### src/ucs_pkg.sv
package ucs_pkg;

    localparam logic [7:0]  LEAD2_MASK  = 8'hE0;
    localparam logic [7:0]  LEAD2_CODE  = 8'hC0;
    localparam logic [7:0]  LEAD3_MASK  = 8'hF0;
    localparam logic [7:0]  LEAD3_CODE  = 8'hE0;
    localparam logic [7:0]  LEAD4_MASK  = 8'hF8;
    localparam logic [7:0]  LEAD4_CODE  = 8'hF0;
    localparam logic [7:0]  CONT_MASK   = 8'hC0;
    localparam logic [7:0]  CONT_CODE   = 8'h80;
    localparam logic [15:0] COUNT_MAX   = 16'hFFFF;
    localparam logic [15:0] ROOM_RESET  = 16'hFFFF;

    typedef enum logic [2:0] {
        CLS_END,
        CLS_ASCII,
        CLS_LEAD2,
        CLS_LEAD3,
        CLS_LEAD4,
        CLS_CONT,
        CLS_JUNK
    } byte_class_t;

    typedef struct packed {
        logic [15:0] char_count;
        logic [15:0] fit_bytes;
        logic        well_formed;
    } ucs_result_t;

    function automatic byte_class_t classify(input logic [7:0] b);
        byte_class_t cls;
        if (b == 8'h00) begin
            cls = CLS_END;
        end
        else if (!b[7]) begin
            cls = CLS_ASCII;
        end
        else if ((b & CONT_MASK) == CONT_CODE) begin
            cls = CLS_CONT;
        end
        else if ((b & LEAD2_MASK) == LEAD2_CODE) begin
            cls = CLS_LEAD2;
        end
        else if ((b & LEAD3_MASK) == LEAD3_CODE) begin
            cls = CLS_LEAD3;
        end
        else if ((b & LEAD4_MASK) == LEAD4_CODE) begin
            cls = CLS_LEAD4;
        end
        else begin
            cls = CLS_JUNK;
        end
        return cls;
    endfunction

endpackage

### src/ucs_if.sv
interface ucs_byte_if;
    logic       valid;
    logic       ready;
    logic [7:0] data_byte;

    modport source (output valid, output data_byte, input ready);
    modport sink (input valid, input data_byte, output ready);
endinterface

interface ucs_result_if;
    logic        valid;
    logic        ready;
    logic [15:0] char_count;
    logic [15:0] fit_bytes;
    logic        well_formed;

    modport source (output valid, output char_count, output fit_bytes,
                    output well_formed, input ready);
    modport sink (input valid, input char_count, input fit_bytes,
                  input well_formed, output ready);
endinterface

interface ucs_cfg_if;
    logic        valid;
    logic        ready;
    logic [15:0] fit_room;

    modport source (output valid, output fit_room, input ready);
    modport sink (input valid, input fit_room, output ready);
endinterface

### src/ucs_core.sv
module ucs_core (
    input  logic                clk,
    input  logic                rst_n,
    input  logic                step,
    input  logic [7:0]          data_byte,
    input  logic [15:0]         fit_room,
    output ucs_pkg::ucs_result_t result
);
    import ucs_pkg::*;

    logic [2:0]  seq_want_reg;
    logic [2:0]  seq_want_next;
    logic [1:0]  seq_have_reg;
    logic [1:0]  seq_have_next;
    logic [15:0] chars_reg;
    logic [15:0] chars_next;
    logic [15:0] bytes_reg;
    logic [15:0] bytes_next;
    logic        stopped_reg;
    logic        stopped_next;
    logic        junk_reg;
    logic        junk_next;

    byte_class_t cls;
    logic        seq_open;
    logic        complete;
    logic [2:0]  have_inc;
    logic [2:0]  flush_n;
    logic [2:0]  take_n;
    logic [2:0]  need;
    logic [16:0] room_gap;
    logic [15:0] avail;
    logic [16:0] chars_sum;

    always_comb
    begin
        cls           = classify(data_byte);
        seq_open      = (seq_want_reg != 3'd0);
        have_inc      = {1'b0, seq_have_reg} + 3'd1;
        complete      = 1'b0;
        flush_n       = 3'd0;
        take_n        = 3'd0;
        need          = 3'd0;
        seq_want_next = seq_want_reg;
        seq_have_next = seq_have_reg;
        junk_next     = junk_reg;
        stopped_next  = stopped_reg;
        bytes_next    = bytes_reg;

        if (seq_open && (cls == CLS_CONT))
        begin
            if (have_inc >= seq_want_reg)
            begin
                complete      = 1'b1;
                take_n        = 3'd1;
                need          = seq_want_reg;
                seq_want_next = 3'd0;
                seq_have_next = 2'd0;
            end
            else
            begin
                seq_have_next = have_inc[1:0];
            end
        end
        else
        begin
            // An unfinished sequence is released byte by byte as junk.
            if (seq_open)
            begin
                flush_n = {1'b0, seq_have_reg};
            end
            if (flush_n != 3'd0)
            begin
                junk_next = 1'b1;
            end
            take_n        = flush_n;
            seq_want_next = 3'd0;
            seq_have_next = 2'd0;
            case (cls)
                CLS_ASCII:
                begin
                    take_n = flush_n + 3'd1;
                end
                CLS_LEAD2:
                begin
                    seq_want_next = 3'd2;
                    seq_have_next = 2'd1;
                end
                CLS_LEAD3:
                begin
                    seq_want_next = 3'd3;
                    seq_have_next = 2'd1;
                end
                CLS_LEAD4:
                begin
                    seq_want_next = 3'd4;
                    seq_have_next = 2'd1;
                end
                CLS_CONT, CLS_JUNK:
                begin
                    take_n    = flush_n + 3'd1;
                    junk_next = 1'b1;
                end
                default:
                begin
                    take_n = flush_n;
                end
            endcase
            need = take_n;
        end

        room_gap = {1'b0, fit_room} - {1'b0, bytes_reg};
        avail    = room_gap[16] ? 16'd0 : room_gap[15:0];
        if (!stopped_reg && (need != 3'd0))
        begin
            if (avail >= {13'd0, need})
            begin
                bytes_next = bytes_reg + {13'd0, need};
            end
            else
            begin
                // Single-byte junk characters fit one at a time until the room runs out.
                stopped_next = 1'b1;
                if (!complete)
                begin
                    bytes_next = bytes_reg + {13'd0, avail[2:0]};
                end
            end
        end

        chars_sum  = {1'b0, chars_reg} + {14'd0, take_n};
        chars_next = chars_sum[16] ? COUNT_MAX : chars_sum[15:0];

        result.char_count  = chars_next;
        result.fit_bytes   = bytes_next;
        result.well_formed = !junk_next;
    end

    always_ff @(posedge clk or negedge rst_n)
    begin
        if (!rst_n)
        begin
            seq_want_reg <= 3'd0;
            seq_have_reg <= 2'd0;
            chars_reg    <= 16'd0;
            bytes_reg    <= 16'd0;
            stopped_reg  <= 1'b0;
            junk_reg     <= 1'b0;
        end
        else if (step)
        begin
            if (cls == CLS_END)
            begin
                seq_want_reg <= 3'd0;
                seq_have_reg <= 2'd0;
                chars_reg    <= 16'd0;
                bytes_reg    <= 16'd0;
                stopped_reg  <= 1'b0;
                junk_reg     <= 1'b0;
            end
            else
            begin
                seq_want_reg <= seq_want_next;
                seq_have_reg <= seq_have_next;
                chars_reg    <= chars_next;
                bytes_reg    <= bytes_next;
                stopped_reg  <= stopped_next;
                junk_reg     <= junk_next;
            end
        end
    end

endmodule

### src/utf8_char_scan_fit_check.sv
// UTF-8 character scanner with a byte budget check.
//
// The stream channel carries one string byte per transaction; a zero byte
// ends the string. For each zero byte the result channel delivers one
// transaction with the character count, the bytes of the leading whole
// characters that fit the budget, and the well-formed flag. The cfg channel
// writes the byte budget and is always ready; write it only while no string
// is in progress.
//
// A byte is held in an input register and scanned from there; the result
// of a zero byte is registered in the output register and offered from it.
// One byte is accepted every cycle unless a zero byte waits in the input
// register; the combinational scan of the input register against the
// string state sets that rate.
// Reset clears the string state and the pipeline and sets the budget to
// 65535. When the receiver stalls, the result is held in the output register
// and non-zero bytes keep flowing; a second zero byte waits in the input
// register until the output register is free.
module utf8_char_scan_fit_check (
    input logic          clk,
    input logic          rst_n,
    ucs_byte_if.sink     stream,
    ucs_result_if.source result,
    ucs_cfg_if.sink      cfg
);
    import ucs_pkg::*;

    logic        in_valid_reg;
    logic        in_valid_next;
    logic [7:0]  in_byte_reg;
    logic [15:0] room_reg;
    logic        out_valid_reg;
    logic        out_valid_next;
    ucs_result_t out_reg;
    ucs_result_t core_result;
    logic        out_free;
    logic        is_end;
    logic        advance;

    assign out_free = !out_valid_reg || result.ready;
    assign is_end   = (in_byte_reg == 8'h00);
    assign advance  = in_valid_reg && (!is_end || out_free);

    assign stream.ready = !in_valid_reg || advance;
    assign cfg.ready    = 1'b1;

    assign result.valid       = out_valid_reg;
    assign result.char_count  = out_reg.char_count;
    assign result.fit_bytes   = out_reg.fit_bytes;
    assign result.well_formed = out_reg.well_formed;

    ucs_core u_core (
        .clk       (clk),
        .rst_n     (rst_n),
        .step      (advance),
        .data_byte (in_byte_reg),
        .fit_room  (room_reg),
        .result    (core_result)
    );

    always_comb
    begin
        in_valid_next = in_valid_reg;
        if (stream.valid && stream.ready)
        begin
            in_valid_next = 1'b1;
        end
        else if (advance)
        begin
            in_valid_next = 1'b0;
        end

        out_valid_next = out_valid_reg;
        if (advance && is_end)
        begin
            out_valid_next = 1'b1;
        end
        else if (result.ready)
        begin
            out_valid_next = 1'b0;
        end
    end

    always_ff @(posedge clk or negedge rst_n)
    begin
        if (!rst_n)
        begin
            in_valid_reg  <= 1'b0;
            out_valid_reg <= 1'b0;
            room_reg      <= ROOM_RESET;
        end
        else
        begin
            in_valid_reg  <= in_valid_next;
            out_valid_reg <= out_valid_next;
            if (cfg.valid && cfg.ready)
            begin
                room_reg <= cfg.fit_room;
            end
        end
    end

    always_ff @(posedge clk)
    begin
        if (stream.valid && stream.ready)
        begin
            in_byte_reg <= stream.data_byte;
        end
        if (advance && is_end)
        begin
            out_reg <= core_result;
        end
    end

endmodule

### src/flat_wrapper.sv
// flat-port wrapper written by rule: the top's interface ports become plain ports
module utf8_char_scan_fit_check_flat import ucs_pkg::*;
  (clk, rst_n, stream_valid, stream_data_byte, stream_ready, result_valid, result_char_count, result_fit_bytes, result_well_formed, result_ready, cfg_valid, cfg_fit_room, cfg_ready);
  ucs_byte_if stream_i ();
  ucs_result_if result_i ();
  ucs_cfg_if cfg_i ();
  input logic clk;
  input logic rst_n;
  input wire logic [$bits(stream_i.valid)-1:0] stream_valid;
  input wire logic [$bits(stream_i.data_byte)-1:0] stream_data_byte;
  output wire logic [$bits(stream_i.ready)-1:0] stream_ready;
  output wire logic [$bits(result_i.valid)-1:0] result_valid;
  output wire logic [$bits(result_i.char_count)-1:0] result_char_count;
  output wire logic [$bits(result_i.fit_bytes)-1:0] result_fit_bytes;
  output wire logic [$bits(result_i.well_formed)-1:0] result_well_formed;
  input wire logic [$bits(result_i.ready)-1:0] result_ready;
  input wire logic [$bits(cfg_i.valid)-1:0] cfg_valid;
  input wire logic [$bits(cfg_i.fit_room)-1:0] cfg_fit_room;
  output wire logic [$bits(cfg_i.ready)-1:0] cfg_ready;
  assign stream_i.valid = stream_valid;
  assign stream_i.data_byte = stream_data_byte;
  assign stream_ready = stream_i.ready;
  assign result_valid = result_i.valid;
  assign result_char_count = result_i.char_count;
  assign result_fit_bytes = result_i.fit_bytes;
  assign result_well_formed = result_i.well_formed;
  assign result_i.ready = result_ready;
  assign cfg_i.valid = cfg_valid;
  assign cfg_i.fit_room = cfg_fit_room;
  assign cfg_ready = cfg_i.ready;
  utf8_char_scan_fit_check u_core (.clk(clk), .rst_n(rst_n), .stream(stream_i), .result(result_i), .cfg(cfg_i));
endmodule
### config.mk
export PLATFORM = sky130hd
export DESIGN_NAME = utf8_char_scan_fit_check_flat
export DESIGN_NICKNAME = d
export VERILOG_FILES = /design/src/ucs_pkg.sv /design/src/ucs_if.sv /design/src/ucs_core.sv /design/src/utf8_char_scan_fit_check.sv /design/src/flat_wrapper.sv
export SDC_FILE = /design/constraint.sdc
export NUM_CORES = 1
export LEC_CHECK = 0
export ABC_AREA = 1
export BUFFER_PORTS_ARGS = -buffer_cell sky130_fd_sc_hd__buf_2
export CORE_AREA = 2 2 109 111
export CTS_CLUSTER_DIAMETER = 200
export DETAILED_ROUTE_END_ITERATION = 10
export DIE_AREA = 0 0 111 113
export PLACE_DENSITY = 0.75
export SETUP_SLACK_MARGIN = 0.2
export SLEW_MARGIN = 40
export SYNTH_ARGS = -nofsm -noshare
export SYNTH_HDL_FRONTEND = slang
export SYNTH_SLANG_ARGS = --single-unit
export TNS_END_PERCENT = 20
### constraint.sdc
create_clock -name clk -period 11.27 [get_ports clk]
set_clock_uncertainty 0.05 [all_clocks]
set_input_delay 2.8175 -clock clk [delete_from_list [all_inputs] [get_ports clk]]
set_output_delay 2.8175 -clock clk [all_outputs]
set_load 0.01 [all_outputs]
# == Word-level counts from Yosys, hierarchy flattened ==
# Index checks and enable logic that the tools add are counted.
# Widths: inputs -> output; s select.
# word_totals
wordCells,100
input_bits,29
ff_bits,98
out_inout_bits,36
# classes
n_mux,41
n_reduce_logical,26
n_eq_ne,12
magnitude_cmp,2
n_addsub,6
# op_table
op,n
$mux 16,7
$mux 3,13
$add 16x3->16,2
$add 16x3->17,1
$sub 16x16->17,1
$ge 16x3->1,1
$mux 1,15
$eq 3x3->1 const B,4
$mux 2,5
$pmux 3 s3,1
$reduce_bool 3->1,3
$logic_not 8->1,1
$eq 3x2->1 const B,2
$reduce_bool 2->1,3
$reduce_or 3->1,2
$eq 5x5->1 const B,1
$logic_and 1x1->1,5
$logic_not 1->1,5
$eq 4x4->1 const B,1
$add 2x1->3 const B,1
$add 3x1->3 const B,1
$eq 3x1->1 const B,1
$ge 3x3->1,1
$logic_not 3->1,1
7 further kinds,9

# == Longest topological paths before layout ==
# logic_depth
ltp_word,17
mapped_depth,31
depth_no_buf,30

# == Hierarchy ==
# From an unflattened synthesis, not the netlist that was laid out.
# unflattened
hier_cells,903
area_unflattened_um2,6851.6
# modules_own_cells
mod,cells_each,seq_area_each_um2,n_inst,area_per_inst_um2
ucs_core,805,975.9,1,4812.1
utf8_char_scan_fit_check,98,1701.6,1,2039.5

# == Worst setup path before layout ==
# OpenSTA, ideal clock, no wires.
# synth_timing
path_kind,input to output
startpoint,in result_ready
endpoint,out stream_ready
arrival_time_ps,3064
n_path_buf,0
required_time_ps,8403
path_stages,2
slack_ps,5338
cell_sequence,inv_1 nand4_1
# synth_via
elab_chain_cells,4
# synth_lines
item,line_no,rtl
"start, declared",flat_wrapper.sv:16,input wire logic [$bits(result_i.ready)-1:0] result_ready;
$logic_or 1x1->1,utf8_char_scan_fit_check.sv:40,assign out_free = !out_valid_reg || result.ready;
$logic_or 1x1->1,utf8_char_scan_fit_check.sv:42,assign advance = in_valid_reg && (!is_end || out_free);
$logic_and 1x1->1,utf8_char_scan_fit_check.sv:42,
$logic_or 1x1->1,utf8_char_scan_fit_check.sv:44,assign stream.ready = !in_valid_reg || advance;
"end, declared",flat_wrapper.sv:11,output wire logic [$bits(stream_i.ready)-1:0] stream_ready;
# Every way passes these cells.

# == Final worst setup path ==
# Same ends and word-level chain as after synthesis.

==> run metrics <==
1st-iter DRT viols=424; worst-margin pin slew=0.829 ns; via count=5718; DIE HEIGHT=113 um; most frequent cell after synthesis=nand2_1; Pint=0.805 mW; Comb power frac=41.5%; Core Area=11300 um^2; Worst Path Required=8.40 ns; critical path startpoint category=primary input; RSZ-0062 raised after global routing=no; GR Util All Layers=24.5%; Max Transition Viols Final=0; average cell area after synthesis=7.67 um^2; RR Startpoint=u_core.u_core.seq_have_reg[0]; period utilization=54.9%; CTS root buf=clkbuf_16; final WL=14600 um; Synth top cells by count=nand2_1, inv_1, nand3_1, nor2_1; Setup-failing EPs final=0; Hold Vio Cnt, Final=0; Yosys reg bits=98; Cells after Synth=867; crit path capture type=primary output; Top FF cell, synth=edfxtp_1; DRT Pass-1 Iters=5; Mapped Nets=933; dominant cell type by area after synthesis=edfxtp_1; crit path DAT=3.32 ns; R2R Setup Slk=6.90 ns; VDD IR max=0.104 mV; remaining global-route overflow=0; initial antenna violation count=0; Fin Hold WS=0.460 ns; number of global-route vias before repair=5440; Power Dens Cells=185 nW/um^2; cell row count=39; clock period minus worst slack=6.19 ns; P_sw=0.557 mW; Clock power frac=23.0%; TritonCTS buffer count=9; H-tree depth=3; placed insts=1056; largest cells by area after synthesis=edfxtp_1, dfrtp_1, nand2_1, inv_1, dfstp_2; Fin Setup TNS=0 ns; CTS tree=done; Sw Ratio=40.9%; critical path peak fanout=3; Reg2Reg Depth=25; post-cts hold buffer count=0; Starting Density=59.0%; share of the synthesized area in the top cell type=18.5%; Vias/cell=5.33; Max Buffers Root-to-Sink=2; Peak Freq=162 MHz; post-route ant nets=0; clock sink count=98; sequential power share=35.5%; Die ar.=12500 um^2; kind of critical path=in -> out; status=complete, no violations; reg2reg end=u_core.result.fit_bytes[3]; global-route wire length before repair=25100 um; IO Count=65; Reg clk slew, reported paths=0.07 ns; Max-Cap Viols=0; largest net degree at the start of global routing=58; Ys Warns=0; number of synthesized flops with an enable pin=41; worst skew pair latency=0.35 ns; Chip Width=111 um; fin cells=1072; hold depth=2; leakage power total=3.78 nW; Hold Startpoint=u_core.u_core.chars_reg[2]; # diodes=0; Yosys cell types=42; nets=990; layout cells sized above 1=16.5%; area growth from synthesis to layout=10.6%; RePlAce Congestion=0.910; ys async rst share=58.2%; routed len/inst=13.6 um; Final HPWL DP=10900 um; CTS resizes=0; Hold Path Class=reg -> reg; port bufs=63; DRC viols=0; Worst Hold Endpoint=u_core.u_core.chars_reg[2]; Post-Synthesis Cell Area=6650 um^2; Worst slew margin=44.6%; sequential cell area fraction in the yosys report=40.3%; setup bufs post-CTS=0
## worst max-delay path: stages
cell	delay [ns]
buf_2	0.09
inv_1	0.08
nand4_1	0.15
buf_2	0.18
## worst max path at each step
stage,from,to,cells past startpoint
after global routing,result_ready,stream_ready,4
final,result_ready,stream_ready,4
after global placement,result_ready,stream_ready,4
after floorplan,result_ready,stream_ready,2
after CTS,result_ready,stream_ready,4
after detailed placement,result_ready,stream_ready,4
## cell type report
class / count / area [um^2]
clock buffers: 9 / 225
multi-input cells: 608 / 3320
inverters: 140 / 526
flip-flops and latches: 98 / 2680
well taps: 143 / 179
repair buffers: 67 / 349
fillers: 1018 / 3920
clock inverters: 7 / 75.1
## cell usage in the layout, fill, tap and decap left out, types with 4 or more instances in the layout
cell type and instances:
nand3_1 71, edfxtp_1 41, nand2_1 257, nand2_2 5
inv_1 129, o21ai_2 7, fa_1 4, o22ai_1 7
buf_2 63, inv_2 10, mux2_2 14, nand3_2 6
o21ai_0 33, ha_1 33, dfstp_2 16, o21ai_1 9
xor2_1 22, dfrtp_1 41, nand4_1 18, clkbuf_16 9
nor2_1 58, a31oi_1 5, nor3_1 14, and2_1 8
a21oi_1 16
## metrics by stage
step / worst slack [ns] / util [%] / instance area (um^2) / power [mW]
3_5_place_dp: 5.08 / 62.6 / 7050 / 1.05
6_report: 5.08 / 65.3 / 7360 / 1.36
3_3_place_gp: 5.11 / 62.6 / 7050 / 1.03
5_1_grt: 5.03 / 65.3 / 7360 / 1.48
4_1_cts: 5.08 / 65.2 / 7350 / 1.37
2_1_floorplan: 5.34 / - / 6650 / 0.932
## routing by layer
| layer | part of all wire, % | track usage [%] |
|---|---|---|
| met1 | 47 | 34.7 |
| met2 | 46 | 39.7 |
| met3 | 5.4 | 3.80 |
| met4 | 0.96 | 6.83 |
| met5 | 0 | 0 |
## power by group through the flow
| stage | Sequential, mW | Combinational, mW | Clock (mW) |
|---|---|---|---|
| CTS | 0.482 | 0.563 | 0.321 |
| detailed placement | 0.488 | 0.561 | 0 |
| global placement | 0.487 | 0.545 | 0 |
| global route | 0.491 | 0.652 | 0.334 |
| finish | 0.483 | 0.565 | 0.313 |
| floorplan | 0.471 | 0.460 | 0 |
## logic make-up after synthesis
kind of cell	synth area share [%]
other cells	0.0564
compound gates	7.53
flops	40.3
xor+xnor	2.90
simple gates	29.7
mux	2.37
fa+ha+maj	7.41
buf+inv	9.75
(Power assumes the default switching activity.)
